<file path="src/ita_pkg.sv">
// ----------------------------------------------------------------------------
// ita_pkg
// Shared types, constants and the digit-to-character map of the integer to
// radix text converter.
// ----------------------------------------------------------------------------
package ita_pkg;

	localparam int VALUE_BITS_DEF = 32;
	localparam int CMD_DEPTH      = 2;
	localparam int OUT_DEPTH      = 4;
	localparam int DIV_BITS       = 8;

	localparam logic [7:0] BASE_MIN = 8'd2;
	localparam logic [7:0] BASE_MAX = 8'd36;
	localparam logic [7:0] BASE_DEC = 8'd10;

	localparam logic [6:0] CHAR_ZERO    = 7'h30;
	localparam logic [6:0] CHAR_MINUS   = 7'h2d;
	localparam logic [6:0] CHAR_ALPHA_0 = 7'h57;
	localparam logic [6:0] CHAR_NONE    = 7'h00;

	typedef struct packed {
		logic       bad;
		logic       sign;
		logic [5:0] base;
	} cmd_ctl_t;

	typedef struct packed {
		logic [6:0] ascii_char;
		logic       last;
		logic       bad_base;
	} res_t;

	function automatic logic [6:0] digit_char(input logic [5:0] r);
		if (r < 6'd10) begin
			return CHAR_ZERO + {1'b0, r};
		end
		return CHAR_ALPHA_0 + {1'b0, r};
	endfunction

endpackage

</file>
<file path="src/ita_ram.sv">
// ----------------------------------------------------------------------------
// ita_ram
// Simple dual-port RAM: one write port, one read port with registered data.
// ----------------------------------------------------------------------------
module ita_ram #(
	parameter int WIDTH = 7,
	parameter int DEPTH = 32
) (
	input  logic                     clk,
	input  logic                     we,
	input  logic [$clog2(DEPTH)-1:0] waddr,
	input  logic [WIDTH-1:0]         wdata,
	input  logic [$clog2(DEPTH)-1:0] raddr,
	output logic [WIDTH-1:0]         rdata
);

	logic [WIDTH-1:0] mem_q [DEPTH];
	logic [WIDTH-1:0] rdata_q;

	always_ff @(posedge clk) begin
		if (we) begin
			mem_q[waddr] <= wdata;
		end
		rdata_q <= mem_q[raddr];
	end

	assign rdata = rdata_q;

endmodule

</file>
<file path="src/ita_fifo.sv">
// ----------------------------------------------------------------------------
// ita_fifo
// Small sync queue with fill level; depth must be a power of two, unchecked.
// ----------------------------------------------------------------------------
module ita_fifo #(
	parameter int WIDTH = 8,
	parameter int DEPTH = 2
) (
	input  logic                       clk,
	input  logic                       arst_n,
	input  logic                       push,
	input  logic [WIDTH-1:0]           wdata,
	output logic                       full,
	input  logic                       pop,
	output logic [WIDTH-1:0]           rdata,
	output logic                       empty,
	output logic [$clog2(DEPTH+1)-1:0] level
);

	localparam int AW = $clog2(DEPTH);
	localparam int LW = $clog2(DEPTH + 1);

	logic [WIDTH-1:0] slot_q [DEPTH];
	logic [AW-1:0]    wptr_q;
	logic [AW-1:0]    rptr_q;
	logic [LW-1:0]    level_q;
	logic             do_push;
	logic             do_pop;

	assign full    = (level_q == LW'(DEPTH));
	assign empty   = (level_q == '0);
	assign level   = level_q;
	assign do_push = push && !full;
	assign do_pop  = pop && !empty;
	assign rdata   = slot_q[rptr_q];

	always_ff @(posedge clk) begin
		if (do_push) begin
			slot_q[wptr_q] <= wdata;
		end
	end

	always_ff @(posedge clk or negedge arst_n) begin
		if (!arst_n) begin
			wptr_q  <= '0;
			rptr_q  <= '0;
			level_q <= '0;
		end else begin
			if (do_push) begin
				wptr_q <= wptr_q + AW'(1);
			end
			if (do_pop) begin
				rptr_q <= rptr_q + AW'(1);
			end
			if (do_push && !do_pop) begin
				level_q <= level_q + LW'(1);
			end else if (do_pop && !do_push) begin
				level_q <= level_q - LW'(1);
			end
		end
	end

endmodule

</file>
<file path="src/ita_front.sv">
// ----------------------------------------------------------------------------
// ita_front
// Input side: check the base, form the magnitude and sign flag, and queue the
// command for the conversion engine.
// ----------------------------------------------------------------------------
module ita_front #(
	parameter int VALUE_BITS = ita_pkg::VALUE_BITS_DEF
) (
	input  logic                   clk,
	input  logic                   arst_n,
	input  logic                   push,
	output logic                   full,
	input  logic [VALUE_BITS-1:0]  value,
	input  logic [7:0]             base,
	output logic                   cmd_valid,
	input  logic                   cmd_pop,
	output logic [VALUE_BITS-1:0]  cmd_mag,
	output ita_pkg::cmd_ctl_t      cmd_ctl
);

	import ita_pkg::*;

	localparam int CW = VALUE_BITS + $bits(cmd_ctl_t);

	cmd_ctl_t              ctl;
	logic [VALUE_BITS-1:0] mag;
	logic                  neg;
	logic [CW-1:0]         rd;
	logic                  empty;

	always_comb begin
		neg      = value[VALUE_BITS-1];
		mag      = neg ? (~value + VALUE_BITS'(1)) : value;
		ctl.bad  = (base < BASE_MIN) || (base > BASE_MAX);
		ctl.sign = neg && (base == BASE_DEC);
		ctl.base = base[5:0];
	end

	ita_fifo #(
		.WIDTH(CW),
		.DEPTH(CMD_DEPTH)
	) u_cmd_fifo (
		.clk   (clk),
		.arst_n(arst_n),
		.push  (push),
		.wdata ({mag, ctl}),
		.full  (full),
		.pop   (cmd_pop),
		.rdata (rd),
		.empty (empty),
		.level ()
	);

	assign cmd_valid = !empty;
	assign cmd_mag   = rd[CW-1 -: VALUE_BITS];
	assign cmd_ctl   = cmd_ctl_t'(rd[$bits(cmd_ctl_t)-1:0]);

endmodule

</file>
<file path="src/ita_back.sv">
// ----------------------------------------------------------------------------
// ita_back
// Conversion engine: divide the magnitude by the base a byte of quotient bits
// per cycle, store the digits and a minus sign if any, then read them back
// reversed into the result queue.
// ----------------------------------------------------------------------------
module ita_back #(
	parameter int VALUE_BITS = ita_pkg::VALUE_BITS_DEF
) (
	input  logic                  clk,
	input  logic                  arst_n,
	input  logic                  cmd_valid,
	output logic                  cmd_pop,
	input  logic [VALUE_BITS-1:0] cmd_mag,
	input  ita_pkg::cmd_ctl_t     cmd_ctl,
	output logic                  empty,
	input  logic                  pop,
	output logic [6:0]            ascii_char,
	output logic                  last,
	output logic                  bad_base
);

	import ita_pkg::*;

	localparam int CHUNKS = (VALUE_BITS + DIV_BITS - 1) / DIV_BITS;
	localparam int QW     = CHUNKS * DIV_BITS;
	localparam int KW     = $clog2(CHUNKS + 1);
	localparam int AW     = $clog2(VALUE_BITS);
	localparam int CW     = $clog2(VALUE_BITS + 1);
	localparam int LW     = $clog2(OUT_DEPTH + 1);

	localparam logic [1:0] S_IDLE = 2'd0;
	localparam logic [1:0] S_DIV  = 2'd1;
	localparam logic [1:0] S_SIGN = 2'd2;
	localparam logic [1:0] S_EMIT = 2'd3;

	logic [1:0]    st_q;
	logic [QW-1:0] quo_q;
	logic [5:0]    rem_q;
	logic [5:0]    base_q;
	logic          sign_q;
	logic [KW-1:0] chunk_q;
	logic [CW-1:0] cnt_q;
	logic          rv_q;
	logic          rlast_q;

	logic [QW-1:0] quo_d;
	logic [6:0]    r;
	logic [5:0]    rem_d;
	logic          chunk_end;

	logic          we;
	logic [AW-1:0] waddr;
	logic [6:0]    wdata;
	logic [AW-1:0] raddr;
	logic [6:0]    rdata;
	logic          rd_issue;

	res_t          res_in;
	res_t          res_out;
	logic          res_push;
	logic [LW-1:0] level;
	logic          room;

	always_comb begin
		r     = {1'b0, rem_q};
		quo_d = quo_q;
		for (int i = 0; i < DIV_BITS; i++) begin
			r     = {r[5:0], quo_d[QW-1]};
			quo_d = {quo_d[QW-2:0], 1'b0};
			if (r >= {1'b0, base_q}) begin
				r        = r - {1'b0, base_q};
				quo_d[0] = 1'b1;
			end
		end
		rem_d = r[5:0];
	end

	assign chunk_end = (chunk_q == KW'(CHUNKS - 1));
	assign room      = (({1'b0, level} + (LW+1)'(rv_q)) < (LW+1)'(OUT_DEPTH));
	assign rd_issue  = (st_q == S_EMIT) && room;
	assign raddr     = AW'(cnt_q - CW'(1));

	always_comb begin
		we      = 1'b0;
		waddr   = AW'(cnt_q);
		wdata   = digit_char(rem_d);
		cmd_pop = 1'b0;
		if (st_q == S_DIV && chunk_end) begin
			we = 1'b1;
		end
		if (st_q == S_SIGN) begin
			we    = 1'b1;
			wdata = CHAR_MINUS;
		end
		if (st_q == S_IDLE && cmd_valid && !rv_q && (!cmd_ctl.bad || room)) begin
			cmd_pop = 1'b1;
		end
	end

	always_ff @(posedge clk or negedge arst_n) begin
		if (!arst_n) begin
			st_q    <= S_IDLE;
			quo_q   <= '0;
			rem_q   <= '0;
			base_q  <= '0;
			sign_q  <= 1'b0;
			chunk_q <= '0;
			cnt_q   <= '0;
			rv_q    <= 1'b0;
			rlast_q <= 1'b0;
		end else begin
			rv_q <= rd_issue;
			if (rd_issue) begin
				rlast_q <= (cnt_q == CW'(1));
			end
			unique case (st_q)
				S_IDLE: begin
					if (cmd_pop && !cmd_ctl.bad) begin
						quo_q   <= QW'(cmd_mag);
						rem_q   <= '0;
						base_q  <= cmd_ctl.base;
						sign_q  <= cmd_ctl.sign;
						chunk_q <= '0;
						cnt_q   <= '0;
						st_q    <= S_DIV;
					end
				end
				S_DIV: begin
					quo_q   <= quo_d;
					rem_q   <= rem_d;
					chunk_q <= chunk_q + KW'(1);
					if (chunk_end) begin
						cnt_q   <= cnt_q + CW'(1);
						rem_q   <= '0;
						chunk_q <= '0;
						if (quo_d == '0) begin
							st_q <= sign_q ? S_SIGN : S_EMIT;
						end
					end
				end
				S_SIGN: begin
					cnt_q <= cnt_q + CW'(1);
					st_q  <= S_EMIT;
				end
				S_EMIT: begin
					if (rd_issue) begin
						cnt_q <= cnt_q - CW'(1);
						if (cnt_q == CW'(1)) begin
							st_q <= S_IDLE;
						end
					end
				end
				default: begin
					st_q <= S_IDLE;
				end
			endcase
		end
	end

	ita_ram #(
		.WIDTH(7),
		.DEPTH(VALUE_BITS)
	) u_digit_ram (
		.clk  (clk),
		.we   (we),
		.waddr(waddr),
		.wdata(wdata),
		.raddr(raddr),
		.rdata(rdata)
	);

	always_comb begin
		res_push = rv_q || (cmd_pop && cmd_ctl.bad);
		if (rv_q) begin
			res_in.ascii_char = rdata;
			res_in.last       = rlast_q;
			res_in.bad_base   = 1'b0;
		end else begin
			res_in.ascii_char = CHAR_NONE;
			res_in.last       = 1'b1;
			res_in.bad_base   = 1'b1;
		end
	end

	ita_fifo #(
		.WIDTH($bits(res_t)),
		.DEPTH(OUT_DEPTH)
	) u_res_fifo (
		.clk   (clk),
		.arst_n(arst_n),
		.push  (res_push),
		.wdata (res_in),
		.full  (),
		.pop   (pop),
		.rdata (res_out),
		.empty (empty),
		.level (level)
	);

	assign ascii_char = res_out.ascii_char;
	assign last       = res_out.last;
	assign bad_base   = res_out.bad_base;

endmodule

</file>
<file path="src/integer_to_radix_ascii.sv">
// ----------------------------------------------------------------------------
// integer_to_radix_ascii
// Converts a signed integer to lower-case text in base 2..36, most
// significant character first, with a leading '-' in base ten only.
// ----------------------------------------------------------------------------
// Each transaction on the input queue yields one result per character, the
// final one marked by last; a base outside 2..36 yields a single result with
// bad_base set and character zero. Up to two inputs wait ahead of the
// converter and up to four results wait behind it. Each digit is found by
// dividing the magnitude by the base (the divider retires eight quotient bits
// per cycle); a minus sign is stored after the digits when needed, and the
// digit RAM is then read back in reverse order while the result queue has
// room. Conversions are carried out one at a time.
// ----------------------------------------------------------------------------
module integer_to_radix_ascii #(
	parameter int VALUE_BITS = ita_pkg::VALUE_BITS_DEF
) (
	input  logic                  clk,
	input  logic                  arst_n,
	input  logic                  push,
	output logic                  full,
	input  logic [VALUE_BITS-1:0] value,
	input  logic [7:0]            base,
	output logic                  empty,
	input  logic                  pop,
	output logic [6:0]            ascii_char,
	output logic                  last,
	output logic                  bad_base
);

	import ita_pkg::*;

	logic                  cmd_valid;
	logic                  cmd_pop;
	logic [VALUE_BITS-1:0] cmd_mag;
	cmd_ctl_t              cmd_ctl;

	ita_front #(
		.VALUE_BITS(VALUE_BITS)
	) u_front (
		.clk      (clk),
		.arst_n   (arst_n),
		.push     (push),
		.full     (full),
		.value    (value),
		.base     (base),
		.cmd_valid(cmd_valid),
		.cmd_pop  (cmd_pop),
		.cmd_mag  (cmd_mag),
		.cmd_ctl  (cmd_ctl)
	);

	ita_back #(
		.VALUE_BITS(VALUE_BITS)
	) u_back (
		.clk       (clk),
		.arst_n    (arst_n),
		.cmd_valid (cmd_valid),
		.cmd_pop   (cmd_pop),
		.cmd_mag   (cmd_mag),
		.cmd_ctl   (cmd_ctl),
		.empty     (empty),
		.pop       (pop),
		.ascii_char(ascii_char),
		.last      (last),
		.bad_base  (bad_base)
	);

endmodule
</file>
<file path="config.mk">
export PLATFORM = sky130hd
export DESIGN_NAME = integer_to_radix_ascii
export DESIGN_NICKNAME = d
export VERILOG_FILES = /design/src/ita_pkg.sv /design/src/ita_ram.sv /design/src/ita_fifo.sv /design/src/ita_front.sv /design/src/ita_back.sv /design/src/integer_to_radix_ascii.sv
export SDC_FILE = /design/constraint.sdc
export NUM_CORES = 1
export LEC_CHECK = 0
export BUFFER_PORTS_ARGS = -buffer_cell sky130_fd_sc_hd__buf_4
export CAP_MARGIN = 5
export CORE_MARGIN = 2
export CORE_UTILIZATION = 45
export DETAILED_ROUTE_END_ITERATION = 10
export GPL_ROUTABILITY_DRIVEN = 0
export PLACE_DENSITY = 0.64
export SLEW_MARGIN = 10
export SYNTH_ARGS = -nofsm -noshare
export SYNTH_HDL_FRONTEND = slang
export SYNTH_HIERARCHICAL = 1
export SYNTH_SLANG_ARGS = --single-unit
</file>
<file path="constraint.sdc">
create_clock -name clk -period 28.6 [get_ports clk]
set_input_delay 0 -clock clk [delete_from_list [all_inputs] [get_ports clk]]
set_output_delay 0 -clock clk [all_outputs]
set_load 0.1 [all_outputs]
</file>
==> impl_metrics.csv, run 1 <==
group,metric,value,unit
floorplan,die_y,218.6,um
sta,fin_setup_tns,0,ps
sta,rsz0062_at_grt,"false",
place,dp.cells,2059,
synthesis,synth_compound_area_frac,0.08600,
route,detail_route.first_pass.iterations,5,
synthesis,post-synth-top-count-cell,"edfxtp_1",
setup_path,crit_arrival,21170,ps
synthesis,ys_ff_latch,416,
final_layout,nets,1673,
synthesis,ys_seq_area_frac,0.5825,
floorplan,die_w,218.6,um
synthesis,synth.distinct_cells,99,
synthesis,synth-simple-area-share,0.08081,
floorplan,start_util,0.4569,
synthesis,syn-cell-area,20730,um^2
sta,hold_viol_final,0,
setup_path,start_kind,"register",
place,pre_cts_ws,7556,ps
run_status,status,"finished, final reports clean",
cts,clkTransAtPathRegs,60,ps
route,ant_nets,0,
place,dp_hpwl,30.76,mm
cts,cts_made_buffers,43,
sta,relSlewSlack,0.2177,
synthesis,synthAdderAreaFrac,0.04973,
cts,cts.sink_count,416,
synthesis,async_reset_ff_frac,0.1659,
synthesis,synthTopCellsByCount,"340 x edfxtp_1, 105 x nand2_1, 93 x o21ai_0",
setup_path,max_stage_delay,780,ps
grt,grt_usage,0.1966,
setup_path,crit_family,"compound AO/OA/AOI/OAI gates",
route,wl_per_cell,21.09,um
route,drt-initial-drc-count,1201,
cts,root_buffer,"clkbuf_16",
grt,grt_start_max_net_pins,74,
route,viasPerCell,5.662,
cts,cts_tree,"built",
setup_path,cp_num_buf_inv,6,
sta,worst_pin_slew,1171,ps
sta,period_share,0.7399,
floorplan,num_rows,78,
sta,report.final.setup_viol,0,
route,drcViolationCount,0,
cts,clk_latency,560,ps
synthesis,synthXorXnorAreaFrac,0.02873,
synthesis,synth-edff-count,340,
setup_path,end_kind,"register",
floorplan,core-area,45380,um^2
sta,max_freq,0.04726,GHz
route,vias,12380,
grt,grt_antenna_before_repair,1,
grt,grt_pass1_wl,72.26,mm
cts,cts_max_level,2,
final_layout,postLayoutCoreUtil,0.5206,
synthesis,synth_ff_type,"edfxtp_1",
sta,layout_min_cycle_time,21160,ps
floorplan,io_pins,55,
synthesis,synth_top_area_frac,0.4925,
worst_hold_path,hp-class,"in2reg",
cts,post-cts-setup-buffers,0,
sta,timing.final.max_slew_violations,0,
cts,clock_path_buffers,3,
final_layout,areaGrowthSynthToFinish,13.95,%
synthesis,synth_area_leaders,"edfxtp_1 49%, mux4_2 8.6%, dfrtp_1 8.3%",
sta,fin_skew,29.58,ps
setup_path,crit_path_max_fanout,32,
run,maxCapViolCount,0,
synthesis,synth_top_family_by_area,"multiplexers",
grt,overflow,0,
place,io_buffers,54,
final_layout,final_cells,2187,
floorplan,die_area,47810,um^2
sta,finalWorstSetupSlack,7439,ps
synthesis,synthMuxAreaShare,0.1448,
synthesis,syn_nets,1559,
setup_path,critPathSlowestCell,"dfrtp_1",
setup_path,crit_top_cell,"ha_1",
synthesis,synth_cells,1438,
setup_path,critPathKind,"reg2reg",
setup_path,cp_data_required_time,28610,ps
cts,hold_buffers,48,
final_layout,drive_above_1_share,0.2081,
route,wl,46.13,mm
cts,cts_resized,0,
grt,grt_pass1_vias,12550,
synthesis,syn_area_per_cell,14.42,um^2
synthesis,synth_largest_area_cell,"edfxtp_1",
synthesis,synth_warnings,6,
worst min-delay path: stages:
cell	delay (ps)
buf_4	220
nand2_1	110
xnor2_1	130
flip-flops by register name, summed over array words and instances, names as in the netlist, 3 cells and up:
signal / cells
u_back/u_res_fifo/slot_q: 36
u_front/u_cmd_fifo/slot_q: 80
u_back/cnt_q: 6
u_back/u_digit_ram/rdata: 7
u_back/rem_q: 6
u_back/chunk_q: 3
u_back/u_digit_ram/mem_q: 224
u_back/u_res_fifo/level: 3
u_back/quo_q: 32
u_back/base_q: 6
layout by cell type (no fill, tap or decap), types with 21 or more instances in the layout:
master,n
edfxtp_1,340
nand2_1,105
o21ai_0,93
mux4_2,79
nor2_1,72
buf_4,68
dfrtp_1,68
inv_1,67
ha_1,67
xnor2_1,50
dlygate4sd3_1,48
clkbuf_16,43
mux2_4,41
mux2i_1,37
a21oi_1,31
mux2_2,21
worst paths after layout:
path	depth (start not counted)	startpoint	to	slack, ps
setup / recovery	80	u_back/base_q[1]$_DFFE_PN0P_	u_back/u_digit_ram/mem_q[0][0]$_DFFE_PP_	7440
min in group asynchronous	2	arst_n	u_back/base_q[5]$_DFFE_PN0P_	150
max in group asynchronous	2	arst_n	u_front/u_cmd_fifo/rptr_q$_DFFE_PN0P_	27780
setup reg to reg	80	u_back/base_q[1]$_DFFE_PN0P_	u_back/u_digit_ram/mem_q[0][0]$_DFFE_PP_	7440
hold reg to reg	1	u_back/chunk_q[2]$_DFFE_PN0P_	u_back/chunk_q[2]$_DFFE_PN0P_	490
hold / removal	3	value[31]	u_front/u_cmd_fifo/slot_q[0][23]$_DFFE_PP_	40
metal layers:
| metal | track usage | wire length, um | up-vias |
|---|---|---|---|
| met5 | 0 | 0 | - |
| met2 | 0.3065 | 21470 | 327 |
| met4 | 0.06304 | 1126 | 0 |
| met3 | 0.02839 | 2239 | 72 |
| met1 | 0.2847 | 21290 | 6223 |
| li1 | - | - | 5761 |
through the flow:
step / area, um^2 / hold slack, ps
after floorplan: 20730 / -295.6
after global placement: 21760 / 197.3
after detailed placement: 21770 / 204.3
after CTS: 23610 / 17.88
after global routing: 23620 / 58.64
final: 23620 / 40.12
logic make-up (layout without fill, tap and decap cells):
group,count (synthesis),after routing
compound gates,255,255
mux,178,178
other cells,0,1
simple gates,328,328
flops,416,416
fa+ha+maj,77,77
xor+xnor,68,68
buf+inv,116,264
area by class of cell:
class / instances / area [um^2]
antenna: 1 / 2.502
clock buffer: 57 / 1179
clock inverter: 22 / 181.4
fill: 3736 / 21760
inverter: 69 / 260.3
multi-input combinational: 906 / 8182
sequential: 416 / 12080
tap: 600 / 750.7
timing repair buffer: 116 / 991.0
Power of run 1 is left out: the tool's default activity adds up to more than one toggle a clock period on the data nets, which glitch-free logic cannot reach.
==> run 2: changes to the inputs <==
PLACE_DENSITY = 0.66   (was 0.64)
clock period = 18.1 ns   (was 28.6 ns; I/O delays follow)
==> impl_metrics.csv, run 2 (synthesized netlist as in run 1, its figures left out) <==
group,metric,value,unit
place,pre_cts_ws,-154.7,ps
setup_path,crit_top_cell,"inv_1",
final_layout,drive_above_1_share,0.2442,
setup_path,max_stage_delay,530,ps
final_layout,final_cells,2226,
grt,overflow,0,
route,vias,12880,
run_status,violations,"max-capacitance violations, max-slew violations",
sta,max_freq,0.05829,GHz
setup_path,reg2reg_to,"u_back/u_digit_ram/mem_q[5][3]$_DFFE_PP_",
cts,cts.sink_count,416,
grt,grt_pass1_vias,12680,
worst_hold_path,hp-class,"in2reg",
cts,root_buffer,"clkbuf_16",
cts,cts_made_buffers,42,
sta,period_share,0.9478,
final_layout,areaGrowthSynthToFinish,16.99,%
setup_path,cp_num_buf_inv,11,
setup_path,reg2reg_from,"u_back/rem_q[3]$_DFFE_PN0P_",
floorplan,die_area,47810,um^2
place,io_buffers,54,
sta,hold_viol_final,0,
floorplan,start_util,0.4569,
final_layout,antenna_cells,0,
grt,grt_pass1_wl,73.27,mm
sta,fin_setup_tns,0,ps
place,dp.cells,2088,
floorplan,io_pins,55,
run,maxCapViolCount,1,
cts,clk_latency,560,ps
sta,fin_skew,27.52,ps
grt,grt_start_max_net_pins,74,
place,dp_hpwl,31.32,mm
floorplan,core-area,45380,um^2
sta,timing.final.max_slew_violations,5,
grt,grt_usage,0.2004,
final_layout,top_register,"u_back/u_digit_ram/mem_q",
floorplan,die_w,218.6,um
final_layout,final_cell_mix,"340 x edfxtp_1, 104 x nand2_1, 101 x buf_4, 87 x o21ai_0, 79 x mux4_2",
setup_path,critPathSlowestCell,"a221o_2",
final_layout,nets,1716,
route,drcViolationCount,0,
setup_path,worst-r2r-cell-count,83,
final_layout,largest_register_ff_count,224,
setup_path,crit_path_max_fanout,8,
cts,clkTransAtPathRegs,60,ps
setup_path,r2r_slack,950,ps
grt,grt_antenna_before_repair,1,
setup_path,critical_path.startpoint,"u_back/rem_q[3]$_DFFE_PN0P_",
route,detail_route.first_pass.iterations,5,
sta,finalWorstSetupSlack,945.4,ps
setup_path,crit_family,"compound AO/OA/AOI/OAI gates",
cts,cts_tree,"built",
route,drt-initial-drc-count,1437,
setup_path,cp.depth,83,
floorplan,num_rows,78,
cts,cts_max_level,2,
route,wl_per_cell,21.44,um
run_status,status,"finished with violations",
setup_path,cp_data_required_time,18370,ps
cts,clock_path_buffers,3,
sta,worst_pin_slew,1661,ps
setup_path,crit_arrival,17430,ps
sta,layout_min_cycle_time,17150,ps
setup_path,critPathKind,"reg2reg",
floorplan,die_y,218.6,um
route,viasPerCell,5.787,
route,wl,47.73,mm
sta,relSlewSlack,-0.1193,
setup_path,start_kind,"register",
route,ant_nets,0,
final_layout,reg_top3,"u_back/u_digit_ram/mem_q (224), u_front/u_cmd_fifo/slot_q (80), u_back/u_res_fifo/slot_q (36)",
setup_path,endpoint,"u_back/u_digit_ram/mem_q[5][3]$_DFFE_PP_",
setup_path,end_kind,"register",
final_layout,final_common_cell,"edfxtp_1",
sta,report.final.setup_viol,0,
-- run 2: cell types whose count changed in the layout (fill, tap and decap cells not counted), sizes merged, moves of 2 or more --
| cell | change |
|---|---|
| buf | +37 |
| bufinv | +5 |
| clkbuf | -4 |
| clkinvlp | -2 |
| dlygate4sd3 | +2 |
| o311ai | +3 |
-- run 2: worst min-delay path by stage --
stage	endpoint	depth (start not counted)	from	slack (ps)
2_1_floorplan	u_back/base_q[0]$_DFFE_PN0P_	0	arst_n	-300
3_3_place_gp	u_back/quo_q[18]$_DFFE_PN0P_	1	arst_n	200
3_5_place_dp	u_back/quo_q[20]$_DFFE_PN0P_	1	arst_n	210
4_1_cts	u_front/u_cmd_fifo/slot_q[1][20]$_DFFE_PP_	3	value[31]	5
5_1_grt	u_front/u_cmd_fifo/slot_q[0][6]$_DFFE_PP_	3	value[31]	40
6_report	u_front/u_cmd_fifo/slot_q[1][6]$_DFFE_PP_	3	value[31]	40
-- run 2: layout make-up --
cell class / count / area, um^2
fillers: 3628 / 21130
clock buffers: 52 / 1099
well taps: 600 / 750.7
multi-input cells: 910 / 8441
clock inverters: 23 / 299.0
flip-flops and latches: 416 / 12080
inverters: 69 / 260.3
repair buffers: 156 / 1329
-- run 2: what timing repair did --
action / CTS / global route
gates resized for setup: 3 / 52
hold buffers: 50 / 0
pin swaps: 1 / 10
endpoints found under the hold margin: 153 / 0
gates cloned: 1 / 3
setup buffers: 0 / 9
endpoints found under the setup margin: 64 / 229
-- run 2: worst reg2reg max path: cells and delay by family, from the launching register on --
kind / cells / cell delay [ps]
buffers and inverters: 11 / 1080
muxes: 3 / 850
DFF: 1 / 440
and+or+nand+nor: 18 / 2700
adders and majority gates: 9 / 2430
AOI/OAI and AO/OA: 42 / 9370
-- run 2: metrics by stage --
stage	hold WS, ps	instance area [um^2]	util
3_5_place_dp	206.4	22000	0.4848
3_3_place_gp	195.4	22000	0.4848
6_report	36.91	24260	0.5345
2_1_floorplan	-295.6	20740	-
5_1_grt	42.53	24260	0.5345
4_1_cts	5.414	23930	0.5274
-- run 2: metal layers --
| layer | GRT usage | vias to the layer above | routed length [um] |
|---|---|---|---|
| met4 | 0.07506 | 2 | 1772 |
| li1 | - | 5845 | - |
| met3 | 0.04008 | 125 | 3145 |
| met5 | 0 | - | 18 |
| met1 | 0.2853 | 6472 | 21220 |
| met2 | 0.3044 | 438 | 21570 |
Power of run 2 is left out for the same reason.
==> run 3: changes to the inputs <==
HOLD_SLACK_MARGIN = 0.15   (was not set)
==> impl_metrics.csv, run 3 (synthesized netlist as in run 1, its figures left out) <==
group,metric,value,unit
run_status,status,"finished with violations",
run_status,violations,"max-capacitance violations, max-slew violations",
setup_path,start_kind,"register",
cts,root_buffer,"clkbuf_16",
cts,cts_made_buffers,42,
final_layout,final_cell_mix,"340 x edfxtp_1, 104 x nand2_1, 101 x buf_4, 87 x o21ai_0, 79 x mux4_2",
sta,max_freq,0.05839,GHz
floorplan,start_util,0.4569,
sta,layout_min_cycle_time,17120,ps
grt,grt_usage,0.2014,
setup_path,r2r_slack,980,ps
floorplan,die_w,218.6,um
sta,finalWorstSetupSlack,975.1,ps
route,route.met3.wl,3.258,mm
floorplan,die_y,218.6,um
setup_path,crit_top_cell,"ha_1",
final_layout,largest_register_ff_count,224,
grt,grt_pass1_wl,73.58,mm
place,dpl_cell_area,22000,um^2
route,drt-initial-drc-count,1438,
setup_path,end_kind,"register",
setup_path,cp_data_required_time,18470,ps
sta,worst_pin_slew,1631,ps
final_layout,design_area,24340,um^2
sta,fin_setup_tns,0,ps
grt,grt_antenna_before_repair,1,
final_layout,top_register,"u_back/u_digit_ram/mem_q",
cts,clk_latency,560,ps
setup_path,max_stage_delay,440,ps
setup_path,critPathKind,"reg2reg",
setup_path,critPathSlowestCell,"dfrtp_1",
grt,grt_pass1_vias,12720,
sta,fin_skew,26.91,ps
sta,period_share,0.9461,
cts,clkTransAtPathRegs,60,ps
run,maxCapViolCount,1,
final_layout,final_common_cell,"edfxtp_1",
setup_path,crit_arrival,17490,ps
worst_hold_path,hp-class,"in2async",
setup_path,worst-r2r-cell-count,83,
sta,hold_viol_final,0,
place,pre_cts_ws,-154.7,ps
cts,cts_tree,"built",
route,viasPerCell,5.779,
route,detail_route.first_pass.iterations,5,
setup_path,crit_path_max_fanout,32,
setup_path,reg2reg_to,"u_back/u_digit_ram/mem_q[5][4]$_DFFE_PP_",
final_layout,areaGrowthSynthToFinish,17.38,%
floorplan,die_area,47810,um^2
final_layout,nets,1724,
floorplan,core-area,45380,um^2
route,vias,12910,
sta,timing.final.max_slew_violations,5,
route,wl,48.01,mm
cts,clock_path_buffers,3,
route,ant_nets,0,
sta,relSlewSlack,-0.09898,
route,wl_met1,21.13,mm
cts,cts_max_level,2,
place,dp_hpwl,31.32,mm
floorplan,num_rows,78,
setup_path,reg2reg_from,"u_back/rem_q[3]$_DFFE_PN0P_",
floorplan,io_pins,55,
place,io_buffers,54,
final_layout,num-fill-cells,3618,
route,wl_per_cell,21.49,um
sta,report.final.setup_viol,0,
final_layout,antenna_cells,0,
grt,grt_start_max_net_pins,74,
route,dr_wl_met2,21.88,mm
cts,cts.sink_count,416,
grt,overflow,0,
sta,whs,133.1,ps
final_layout,reg_top3,"u_back/u_digit_ram/mem_q (224), u_front/u_cmd_fifo/slot_q (80), u_back/u_res_fifo/slot_q (36)",
route,top_layer_used,"met5",
final_layout,drive_above_1_share,0.2430,
route,drcViolationCount,0,
## run 3: repair_timing
action                                 in CTS  in global routing
buffers inserted                            0                  9
pin swaps                                   1                 10
gates cloned                                1                  3
resized for setup                           3                 52
setup endpoints to repair                  64                229
endpoints found under the hold margin     157                  0
hold buffers                               58                  0
## run 3: how the worst max path moves through the flow
stage / cells after the start / slack [ps] / startpoint / end
floorplan: 82 / -140 / u_back/base_q[1]$_DFFE_PN0P_ / u_back/u_digit_ram/mem_q[0][3]$_DFFE_PP_
global placement: 82 / 590 / u_back/rem_q[3]$_DFFE_PN0P_ / u_back/u_digit_ram/mem_q[20][0]$_DFFE_PP_
detailed placement: 80 / -150 / u_back/rem_q[3]$_DFFE_PN0P_ / u_back/u_digit_ram/mem_q[21][0]$_DFFE_PP_
CTS: 80 / 30 / u_back/rem_q[3]$_DFFE_PN0P_ / u_back/u_digit_ram/mem_q[0][3]$_DFFE_PP_
global route: 86 / -50 / u_back/rem_q[3]$_DFFE_PN0P_ / u_back/u_digit_ram/mem_q[24][3]$_DFFE_PP_
finish: 83 / 980 / u_back/rem_q[3]$_DFFE_PN0P_ / u_back/u_digit_ram/mem_q[5][4]$_DFFE_PP_
## run 3: area by class of cell
cell class | count | area, um^2 | share of cell area
multi-input cells | 910 | 8441 | 0.3468
inverters | 69 | 260.3 | 0.01069
repair buffers | 164 | 1409 | 0.05789
well taps | 600 | 750.7 | 0.03085
clock inverters | 23 | 299.0 | 0.01229
flip-flops and latches | 416 | 12080 | 0.4963
clock buffers | 52 | 1099 | 0.04514
## run 3: layer usage
layer  GRT usage  up-vias
li1            -     5870
met1      0.2868     6474
met2      0.3060      447
met3     0.04022      117
met4     0.07506        2
met5           0        -
## run 3: metrics by stage
stage | std cells | util
3_3_place_gp | 2088 | 0.4848
6_report | 2234 | 0.5363
3_5_place_dp | 2088 | 0.4848
5_1_grt | 2234 | 0.5363
4_1_cts | 2222 | 0.5291
2_1_floorplan | 1438 | -
## run 3: worst max-delay path: cells and delay by family (launching register included)
kind | cells | cell delay (ps)
DFF | 1 | 440
buffers and inverters | 10 | 1070
and+or+nand+nor | 19 | 2870
AOI/OAI and AO/OA | 41 | 8750
muxes | 4 | 1240
adders and majority gates | 9 | 2500
Power of run 3 is left out for the same reason.
